`config.mk`:
```
export PLATFORM = sky130hd
export DESIGN_NAME = hlsh_cell
export DESIGN_NICKNAME = d
export VERILOG_FILES = /design/src/rtl/hlsh_pkg.sv /design/src/rtl/hlsh_cell.sv
export SDC_FILE = /design/constraint.sdc
export NUM_CORES = 1
export LEC_CHECK = 0
export BUFFER_PORTS_ARGS = -buffer_cell sky130_fd_sc_hd__buf_4
export CORE_MARGIN = 1.5
export CORE_UTILIZATION = 50
export DETAILED_ROUTE_END_ITERATION = 10
export PLACE_DENSITY = 0.71
export RECOVER_POWER = 25
export SLEW_MARGIN = 40
export SYNTH_ARGS = -nofsm -noshare
export SYNTH_HDL_FRONTEND = slang
export SYNTH_SLANG_ARGS = --single-unit
export TNS_END_PERCENT = 50
```
`constraint.sdc`:
```
create_clock -name clk -period 8.58 [get_ports clk]
set_clock_uncertainty 0.15 [all_clocks]
set_input_delay 0.429 -clock clk [delete_from_list [all_inputs] [get_ports clk]]
set_output_delay 0.429 -clock clk [all_outputs]
set_load 0.02 [all_outputs]
```
`src/rtl/hlsh_pkg.sv`:
```
// ----------------------------------------------------------------------------
// hlsh_pkg
// shared constants, codes and the chain transaction type of the
// hyperplane lsh signature block
// ----------------------------------------------------------------------------
package hlsh_pkg;

    localparam int MAX_DIMS_DEF = 16;
    localparam int MAX_BITS_DEF = 64;

    localparam int VAL_W   = 16;
    localparam int PLANE_W = 6;
    localparam int IDX_W   = 6;
    localparam int SIG_W   = 64;
    localparam int PROD_W  = 32;
    localparam int ACC_W   = 40;
    localparam int DCNT_W  = 7;
    localparam int DIMS_W  = 5;
    localparam int BITS_W  = 7;
    localparam int CFG_W   = 7;

    localparam logic FUNC_LOAD  = 1'b0;
    localparam logic FUNC_POINT = 1'b1;

    localparam logic REG_DIMS = 1'b0;
    localparam logic REG_BITS = 1'b1;

    typedef struct packed {
        logic                     vld;
        logic                     comp;
        logic                     last;
        logic [PLANE_W-1:0]       plane;
        logic [IDX_W-1:0]         idx;
        logic signed [VAL_W-1:0]  val;
        logic [SIG_W-1:0]         sig;
    } hlsh_tok_t;

endpackage

```
`src/rtl/hlsh_cell.sv`:
```
// ----------------------------------------------------------------------------
// hlsh_cell
// one hyperplane: coefficient store, multiplier and accumulator; the
// transaction passes through two stages and leaves with this plane's bit
// ----------------------------------------------------------------------------
module hlsh_cell #(
    parameter int MAX_DIMS = hlsh_pkg::MAX_DIMS_DEF,
    parameter int CELL_ID  = 0
) (
    input  logic              clk,
    input  logic              rst_n,
    input  logic              en,
    input  hlsh_pkg::hlsh_tok_t tok_in,
    output hlsh_pkg::hlsh_tok_t tok_out
);
    import hlsh_pkg::*;

    localparam int AW = (MAX_DIMS > 1) ? $clog2(MAX_DIMS) : 1;

    logic signed [VAL_W-1:0]  coef_mem [MAX_DIMS];
    logic signed [VAL_W-1:0]  coef_rd;
    logic                     idx_ok;
    logic                     wr_hit;
    logic [AW-1:0]            addr;

    hlsh_tok_t                tka_reg;
    hlsh_tok_t                tkb_reg;
    hlsh_tok_t                tkb_next;
    logic signed [PROD_W-1:0] prod_reg;
    logic signed [PROD_W-1:0] prod_next;
    logic signed [ACC_W-1:0]  acc_reg;
    logic signed [ACC_W-1:0]  acc_next;
    logic signed [ACC_W-1:0]  sum;
    logic                     pos;

    assign addr   = tok_in.idx[AW-1:0];
    assign idx_ok = (DCNT_W'(tok_in.idx) < DCNT_W'(MAX_DIMS));
    assign wr_hit = en && tok_in.vld && (tok_in.comp == FUNC_LOAD) && idx_ok
                    && (tok_in.plane == PLANE_W'(CELL_ID));
    assign coef_rd = coef_mem[addr];

    always_ff @(posedge clk)
    begin
        if (wr_hit)
        begin
            coef_mem[addr] <= tok_in.val;
        end
    end

    always_comb
    begin
        prod_next = '0;
        if (tok_in.comp == FUNC_POINT && idx_ok)
        begin
            prod_next = PROD_W'(coef_rd) * PROD_W'(tok_in.val);
        end
    end

    assign sum = acc_reg + ACC_W'(prod_reg);
    assign pos = !sum[ACC_W-1] && (sum != '0);

    always_comb
    begin
        tkb_next = tka_reg;
        acc_next = acc_reg;
        if (tka_reg.vld && tka_reg.comp == FUNC_POINT)
        begin
            if (tka_reg.last)
            begin
                tkb_next.sig[CELL_ID] = pos;
                acc_next              = '0;
            end
            else
            begin
                acc_next = sum;
            end
        end
    end

    always_ff @(posedge clk or negedge rst_n)
    begin
        if (!rst_n)
        begin
            tka_reg  <= '0;
            tkb_reg  <= '0;
            prod_reg <= '0;
            acc_reg  <= '0;
        end
        else if (en)
        begin
            tka_reg  <= tok_in;
            prod_reg <= prod_next;
            tkb_reg  <= tkb_next;
            acc_reg  <= acc_next;
        end
    end

    assign tok_out = tkb_reg;

endmodule

```
==> results of run 1 <==
metal layers:
layer,share of wire (%),vias to the layer above
met5,0,-
met3,7.8,115
met4,2.2,0
met2,50,731
li1,-,8883
met1,40,10330
layout by cell type, fill, tap and decap left out, drive strengths merged, types with 5 or more instances in the layout:
cell | Yosys | layout
clkinv | 0 | 17
nor2 | 73 | 73
o21a | 11 | 11
xnor2 | 46 | 46
a21o | 32 | 32
mux4 | 80 | 80
a2111oi | 5 | 5
nor2b | 5 | 5
inv | 314 | 318
o21bai | 6 | 6
dfrtp | 262 | 262
fa | 263 | 263
mux2 | 187 | 187
nand3 | 17 | 17
ha | 121 | 121
or3 | 10 | 10
edfxtp | 256 | 256
nor4 | 8 | 8
clkinvlp | 0 | 6
clkbuf | 85 | 96
a211oi | 15 | 15
and2 | 124 | 124
a22o | 44 | 44
xor2 | 13 | 13
nand2 | 194 | 194
o211ai | 6 | 6
buf | 21 | 199
nand2b | 15 | 15
nor3 | 22 | 22
a32o | 5 | 5
a21oi | 49 | 49
a31oi | 14 | 14
o21ai | 59 | 59
dlygate4sd3 | 0 | 76
nand4 | 8 | 8
and3 | 13 | 13
worst max-delay path, stage by stage:
cell     delay [ns]
buf_4          0.29
buf_4          0.34
mux4_2         0.55
mux4_2         0.69
nand2_1        0.17
fa_1           0.47
fa_1           0.52
fa_1           0.52
inv_1          0.06
fa_1           0.49
fa_1           0.50
inv_1          0.05
fa_1           0.47
inv_1          0.04
ha_1           0.33
a21o_1         0.18
a21o_1         0.17
a21o_1         0.18
a21oi_1        0.16
a21oi_1        0.14
o31ai_1        0.33
a31oi_1        0.25
a41oi_1        0.35
nor3_1         0.08
or3b_1         0.37
logic make-up (layout without fill, tap and decap cells):
group,Yosys count,count (layout),share of synthesized area [%]
AO/OA/AOI/OAI,278,278,6.221
XOR/XNOR,59,59,1.637
adder cells (fa/ha/maj),384,384,21.47
buffers and inverters,420,715,5.112
flip-flops,518,518,45.11
multiplexers,270,270,12.47
other,0,2,0
AND/OR/NAND/NOR,508,508,7.981
layout make-up:
type | count | area share, %
antenna | 2 | 0.01373
inverter | 314 | 3.233
clock inverter | 30 | 0.8547
multi-input combinational | 1499 | 43.28
tap | 837 | 2.873
sequential | 518 | 39.07
clock buffer | 69 | 3.971
timing repair buffer | 302 | 6.697
power groups by stage:
stage	sequential, mW	clock, mW	combinational [mW]
floorplan	3.02	0	8.24
global placement	2.96	0	10.4
detailed placement	2.97	0	10.7
CTS	2.93	2.35	10.8
global route	2.95	2.45	12.2
finish	2.93	2.31	10.7
worst max path at each step:
stage / from / end / slack [ns] / depth (start not counted)
global placement: tok_in[80] / prod_reg[31] / 0.36 / 25
global route: tok_in[80] / prod_reg[31] / 0.28 / 25
finish: tok_in[80] / prod_reg[31] / 0.74 / 25
CTS: tok_in[80] / prod_reg[31] / 0.81 / 24
detailed placement: tok_in[80] / prod_reg[31] / 0.22 / 25
floorplan: tok_in[80] / prod_reg[31] / 0.60 / 27
per-stage QoR:
| step | util (%) | cell area, µm² | power, mW |
|---|---|---|---|
| after global placement | 54.70 | 33940 | 13.34 |
| after floorplan | - | 31580 | 11.26 |
| final | 58.74 | 36450 | 15.99 |
| after global routing | 58.74 | 36450 | 17.57 |
| after CTS | 58.87 | 36530 | 16.03 |
| after detailed placement | 54.81 | 34010 | 13.63 |
what timing repair did:
action | CTS | global route
hold buffers | 76 | 0
endpoints found under the hold margin | 157 | 0
setup endpoints to repair | 0 | 0
buffers inserted | 0 | 0
==> summary.txt, run 1 <==
Logic synthesis
  • Syn Area/Cell: 12.96 µm²
  • Post-synth top area cell: edfxtp_1
  • Ys Warns: 0
  • Mapped Cells: 2437
  • Cell with the most instances after synthesis: inv_1
  • Asr flop ratio synth: 50.58%
  • Synth Register Bits: 518
  • Post-synthesis sequential area ratio: 45.11%
  • Post-synth cell types: 76
  • Cell area after synthesis: 31580 µm²
  • Ranking of synthesized cells by area: edfxtp_1, dfrtp_1, fa_1, mux2_2, mux4_2
  • Net Count, Synth: 2919
  • Post-synth EDFFs: 256
  • Ys flop type: dfrtp_1
  • Commonest cells post-synth: inv_1, fa_1, dfrtp_1
  • Share of the synthesized area in the top cell type: 24.35%

Detailed routing
  • Residual DRC count: 0
  • Vias/cell: 5.618
  • Routed len/inst: 21.24 µm
  • Via count: 20060
  • Pre-antenna DRT Iters: 5
  • ANT nets after route: 0
  • DRT iter0 DRCs: 1629
  • Post-Route WL: 75850 µm

Critical path
  • Reg2Reg Depth: 24
  • Crit Path Max Fanout: 16
  • Startpoint types: primary input
  • Critical path class: primary input to flop
  • Worst path arrival time: 8.15 ns
  • R2r setup slk: 0.81 ns
  • Reg-to-reg critical path endpoint: prod_reg[31]
  • Req. time, crit path: 8.89 ns
  • R2R Path Start: coef_mem[11][9]
  • Kind of end point of the critical path: flop

Clocking
  • CTS resizes: 0
  • CTS Root Buffer Type: clkbuf_16
  • Total CTS buffers: 54
  • CTS clk-pin slew, worst paths: 0.06 ns
  • Clock Sinks: 518
  • Clock Path Buffers: 3
  • Skew-Pair Late Insertion Delay: 0.64 ns
  • CTS tree: yes
  • H-Tree Depth: 2

Final layout
  • Area grow syn2layout: 15.45%
  • Multi-input gate area: 15780 µm²
  • Filler cell count: 4789
  • Max reg flops: 256
  • Layout cells sized above 1: 21.49%
  • Final cell count without fillers: 3571
  • FF/Latch Area: 14240 µm²
  • # nets final: 3171

Floorplanning
  • Rows: 91
  • Die Ht: 254.3 µm
  • Full die area: 64670 µm²
  • I/O pin count: 193
  • CORE AREA: 62050 µm²
  • Die width: 254.3 µm
  • Initial Util: 50.88%

STA
  • Unrepaired setup endpoints after global routing: false
  • Final worst path period share: 91.33%
  • Hold Slack: 0.08788 ns
  • Final setup violation count: 0
  • TNS Setup: 0 ns
  • Worst-Margin Slew: 4.571 ns
  • Minimum clock period: 7.836 ns
  • Fin. max-slew vios: 593
  • Fin. Hold Viols: 0
  • Final Worst Setup Slack: 0.7440 ns
  • Fmax: 0.1276 GHz
  • Relative slew slack: -204.7%

Hold path
  • Hold Path Sink: tka_reg[93]
  • Class of the worst hold path: primary input to flop
  • Hold depth: 2
  • Worst hold start: en

Global routing
  • Antenna violations before repair: 2
  • Grt peak-use layer: met2
  • Met3 usage: 4.950%
  • Global-route wire length before repair: 121300 µm
  • Vias in the first global route: 21720
  • Grt total ovfl: 0
  • Total GRT Usage: 24.32%
  • Met1 usage: 32.27%
  • Largest net degree at the start of global routing: 102
  • Met2 Use GR: 41.04%

Power
  • Cell area power density: 438.7 nW/µm²
  • Share of total power in the clock network: 14.5%
  • Net Switching: 7.147 mW
  • Sw Ratio: 44.69%
  • Leakage Power: 15.75 nW
  • Cell-internal power: 8.846 mW
  • Share of power burned in combinational logic: 67.2%
  • Flop pwr share: 18.3%
  • Peak supply drop: 628.8 µV

Placement
  • Port Buf Inserts: 192
  • DP Worst Slack: 0.2194 ns
  • Dpl hpwl: 51840 µm
  • Cells after DPL: 3394
  • RD Place Congestion: 0.8739

Job
  • Number of max-cap violations: 16

Outcome
  • Failing checks: capacitance limit, slew limit
  • Status: finished with violations
(Power assumes the default switching activity.)
==> run 2: changes to the inputs <==
--- a/config.mk
+++ b/config.mk
@@ -10,5 +10,5 @@
 export CORE_UTILIZATION = 50
 export DETAILED_ROUTE_END_ITERATION = 10
-export PLACE_DENSITY = 0.71
+export PLACE_DENSITY_LB_ADDON = 0.08
 export RECOVER_POWER = 25
 export SLEW_MARGIN = 40
==> constraint.sdc (replaced) <==
create_clock -name clk -period 8.58 [get_ports clk]
set_clock_uncertainty 0.15 [all_clocks]
set_input_delay 1.716 -clock clk [delete_from_list [all_inputs] [get_ports clk]]
set_output_delay 1.716 -clock clk [all_outputs]
set_load 0.02 [all_outputs]
==> run 2 against run 1 <==
- the run still ends with capacitance limit, slew limit left
- count of clock-buffer cells in the layout grew 2
- maximum frequency down 5.7%
- critical path depth unchanged
- critical path type unchanged
- critical endpoint is now prod_reg[30]
- largest cell class unchanged
==> summary.txt, run 2 (same netlist as run 1, synthesis figures left out) <==
Critical path
  • R2R Path Start: coef_mem[11][6]
  • Slowest Stage Delay on Critical Path: 0.57 ns (-0.12 ns)
  • Kind of end point of the critical path: flop
  • Reg2Reg Depth: 22 (-8.3%)
  • Startpoint types: primary input
  • Req. time, crit path: 8.93 ns (+0.04 ns)
  • Slowest-stage cell, CP: fa_1
  • Reg-to-reg critical path endpoint: prod_reg[31]
  • Crit Path Max Fanout: 14 (-2)
  • R2r setup slk: 1.31 ns (+0.50 ns)
  • Critical path class: primary input to flop
  • Worst path arrival time: 8.66 ns (+0.51 ns)

Clocking
  • Clock Sinks: 518 (unchanged)
  • Skew-Pair Late Insertion Delay: 0.63 ns (about the same)
  • H-Tree Depth: 2 (unchanged)
  • CTS Root Buffer Type: clkbuf_16
  • Clock Path Buffers: 3 (unchanged)
  • CTS clk-pin slew, worst paths: 0.06 ns (about the same)
  • Total CTS buffers: 56 (+3.7%)
  • CTS tree: yes
  • Post-cts hold buffer count: 0 (-100%)

Floorplanning
  • Die width: 254.3 µm (unchanged)
  • Initial Util: 50.88% (unchanged)
  • CORE AREA: 62050 µm² (unchanged)
  • Rows: 91 (unchanged)
  • I/O pin count: 193 (unchanged)
  • Full die area: 64670 µm² (unchanged)
  • Die Ht: 254.3 µm (unchanged)

Placement
  • Dpl hpwl: 56140 µm (+8.3%)
  • Cells after DPL: 3517 (+3.6%)
  • RD Place Congestion: 0.8786 (+0.54%)
  • Port Buf Inserts: 192 (unchanged)

Detailed routing
  • Pre-antenna DRT Iters: 5 (unchanged)
  • Via count: 19940 (-0.60%)
  • Routed len/inst: 21.09 µm (-0.68%)
  • Vias/cell: 5.498 (-2.1%)
  • ANT nets after route: 0 (unchanged)
  • Post-Route WL: 76510 µm (+0.88%)
  • Residual DRC count: 0 (unchanged)
  • DRT iter0 DRCs: 1407 (-14%)

STA
  • Minimum clock period: 8.310 ns (+0.4743 ns)
  • Fmax: 0.1203 GHz (-5.7%)
  • Worst-Margin Slew: 3.473 ns (-1.098 ns)
  • Relative slew slack: -131.5% (+73 points)
  • Final setup violation count: 0 (unchanged)
  • Fin. Hold Viols: 0 (unchanged)
  • Final worst path period share: 96.86% (+5.5 points)
  • Fin. max-slew vios: 325 (-45%)
  • Hold Slack: 0.3365 ns (+0.2486 ns)
  • Unrepaired setup endpoints after global routing: false
  • TNS Setup: 0 ns (unchanged)

Final layout
  • Max reg flops: 256 (unchanged)
  • Layout cells sized above 1: 26.99% (+5.5 points)
  • Filler cell count: 4985 (+4.1%)
  • Most common cell after layout, fill and taps aside: buf_4
  • # nets final: 3224 (+1.7%)
  • Number of diodes: 0 (-2)
  • Most frequent cells in the layout: buf_4, inv_1, dfrtp_1
  • Area grow syn2layout: 17.33%
  • Multi-input gate area: 15870 µm² (+0.60%)
  • Util after Layout: 59.70% (+0.96 points)
  • Final cell count without fillers: 3627 (+1.6%)
  • FF/Latch Area: 14240 µm² (unchanged)

Global routing
  • Largest net degree at the start of global routing: 162 (+59%)
  • Grt total ovfl: 0 (unchanged)
  • Global-route wire length before repair: 121800 µm (+0.39%)
  • Total GRT Usage: 24.65% (+0.33 points)
  • Antenna violations before repair: 1 (-1)
  • Vias in the first global route: 21920 (+0.90%)

Hold path
  • Hold depth: 2 (unchanged)
  • Class of the worst hold path: flop to flop
  • Worst hold start: acc_reg[19]
  • Hold Path Sink: acc_reg[19]

Outcome
  • Status: finished with violations
  • Failing checks: capacitance limit, slew limit

Job
  • Number of max-cap violations: 10 (-6)
[run 2: cell types whose count changed in the layout (fill, tap and decap cells not counted), sizes merged]
| cell | before | now |
|---|---|---|
| diode | 2 | 0 |
| inv | 318 | 317 |
| clkbuf | 96 | 89 |
| buf | 199 | 335 |
| clkinvlp | 6 | 4 |
| bufinv | 3 | 4 |
| clkinv | 17 | 24 |
| dlygate4sd3 | 76 | 0 |
[run 2: worst max path at each step]
stage | start | endpoint | slack, ns | cells past startpoint
6_report | tok_in[80] | prod_reg[30] | 0.27 | 25
5_1_grt | tok_in[80] | prod_reg[30] | 0.003 | 27
4_1_cts | tok_in[80] | prod_reg[31] | 0.05 | 26
3_5_place_dp | tok_in[80] | prod_reg[31] | -0.60 | 26
3_3_place_gp | tok_in[80] | prod_reg[31] | -0.53 | 26
2_1_floorplan | tok_in[80] | prod_reg[31] | 0.008 | 25
[run 2: metrics by stage]
| stage | area (µm²) | setup slack [ns] |
|---|---|---|
| 6_report | 37050 | 0.2697 |
| 5_1_grt | 37050 | 0.002789 |
| 4_1_cts | 36980 | 0.04843 |
| 3_5_place_dp | 35040 | -0.5999 |
| 3_3_place_gp | 35010 | -0.5340 |
| 2_1_floorplan | 31780 | 0.007950 |
[run 2: cell type report]
| type | count | area share (%) |
|---|---|---|
| Sequential cell | 518 | 38.45 |
| Clock inverter | 35 | 0.9389 |
| Tap cell | 837 | 2.827 |
| Timing Repair Buffer | 353 | 7.464 |
| Clock buffer | 71 | 4.296 |
| Multi-Input combinational cell | 1499 | 42.84 |
| Inverter | 314 | 3.181 |
[run 2: worst max-delay path, delay by kind of cell]
family / cells / cell delay [ns]
muxes: 2 / 1.06
AOI/OAI and AO/OA: 3 / 0.48
xor gates and xnor gates: 1 / 0.12
adders and majority gates: 7 / 3.18
and+or+nand+nor: 5 / 0.90
buffers and inverters: 7 / 1.20
[run 2: layer usage]
layer	up-vias	global-route usage (%)	wire length, µm
met5	-	0	0
met4	0	6.463	1727
met3	112	4.858	5336
met2	563	40.53	36710
met1	10280	33.69	32740
li1	8982	-	-
[run 2: repair_timing]
action                                  4_1_cts  5_1_grt
resized for setup                             0       11
hold endpoints to repair                      0        0
setup buffers                                 0        2
endpoints found under the setup margin        0       11
Power of run 2 is not shown: default switching activity piles up to over one toggle a cycle in this logic, so the estimate is an artifact.
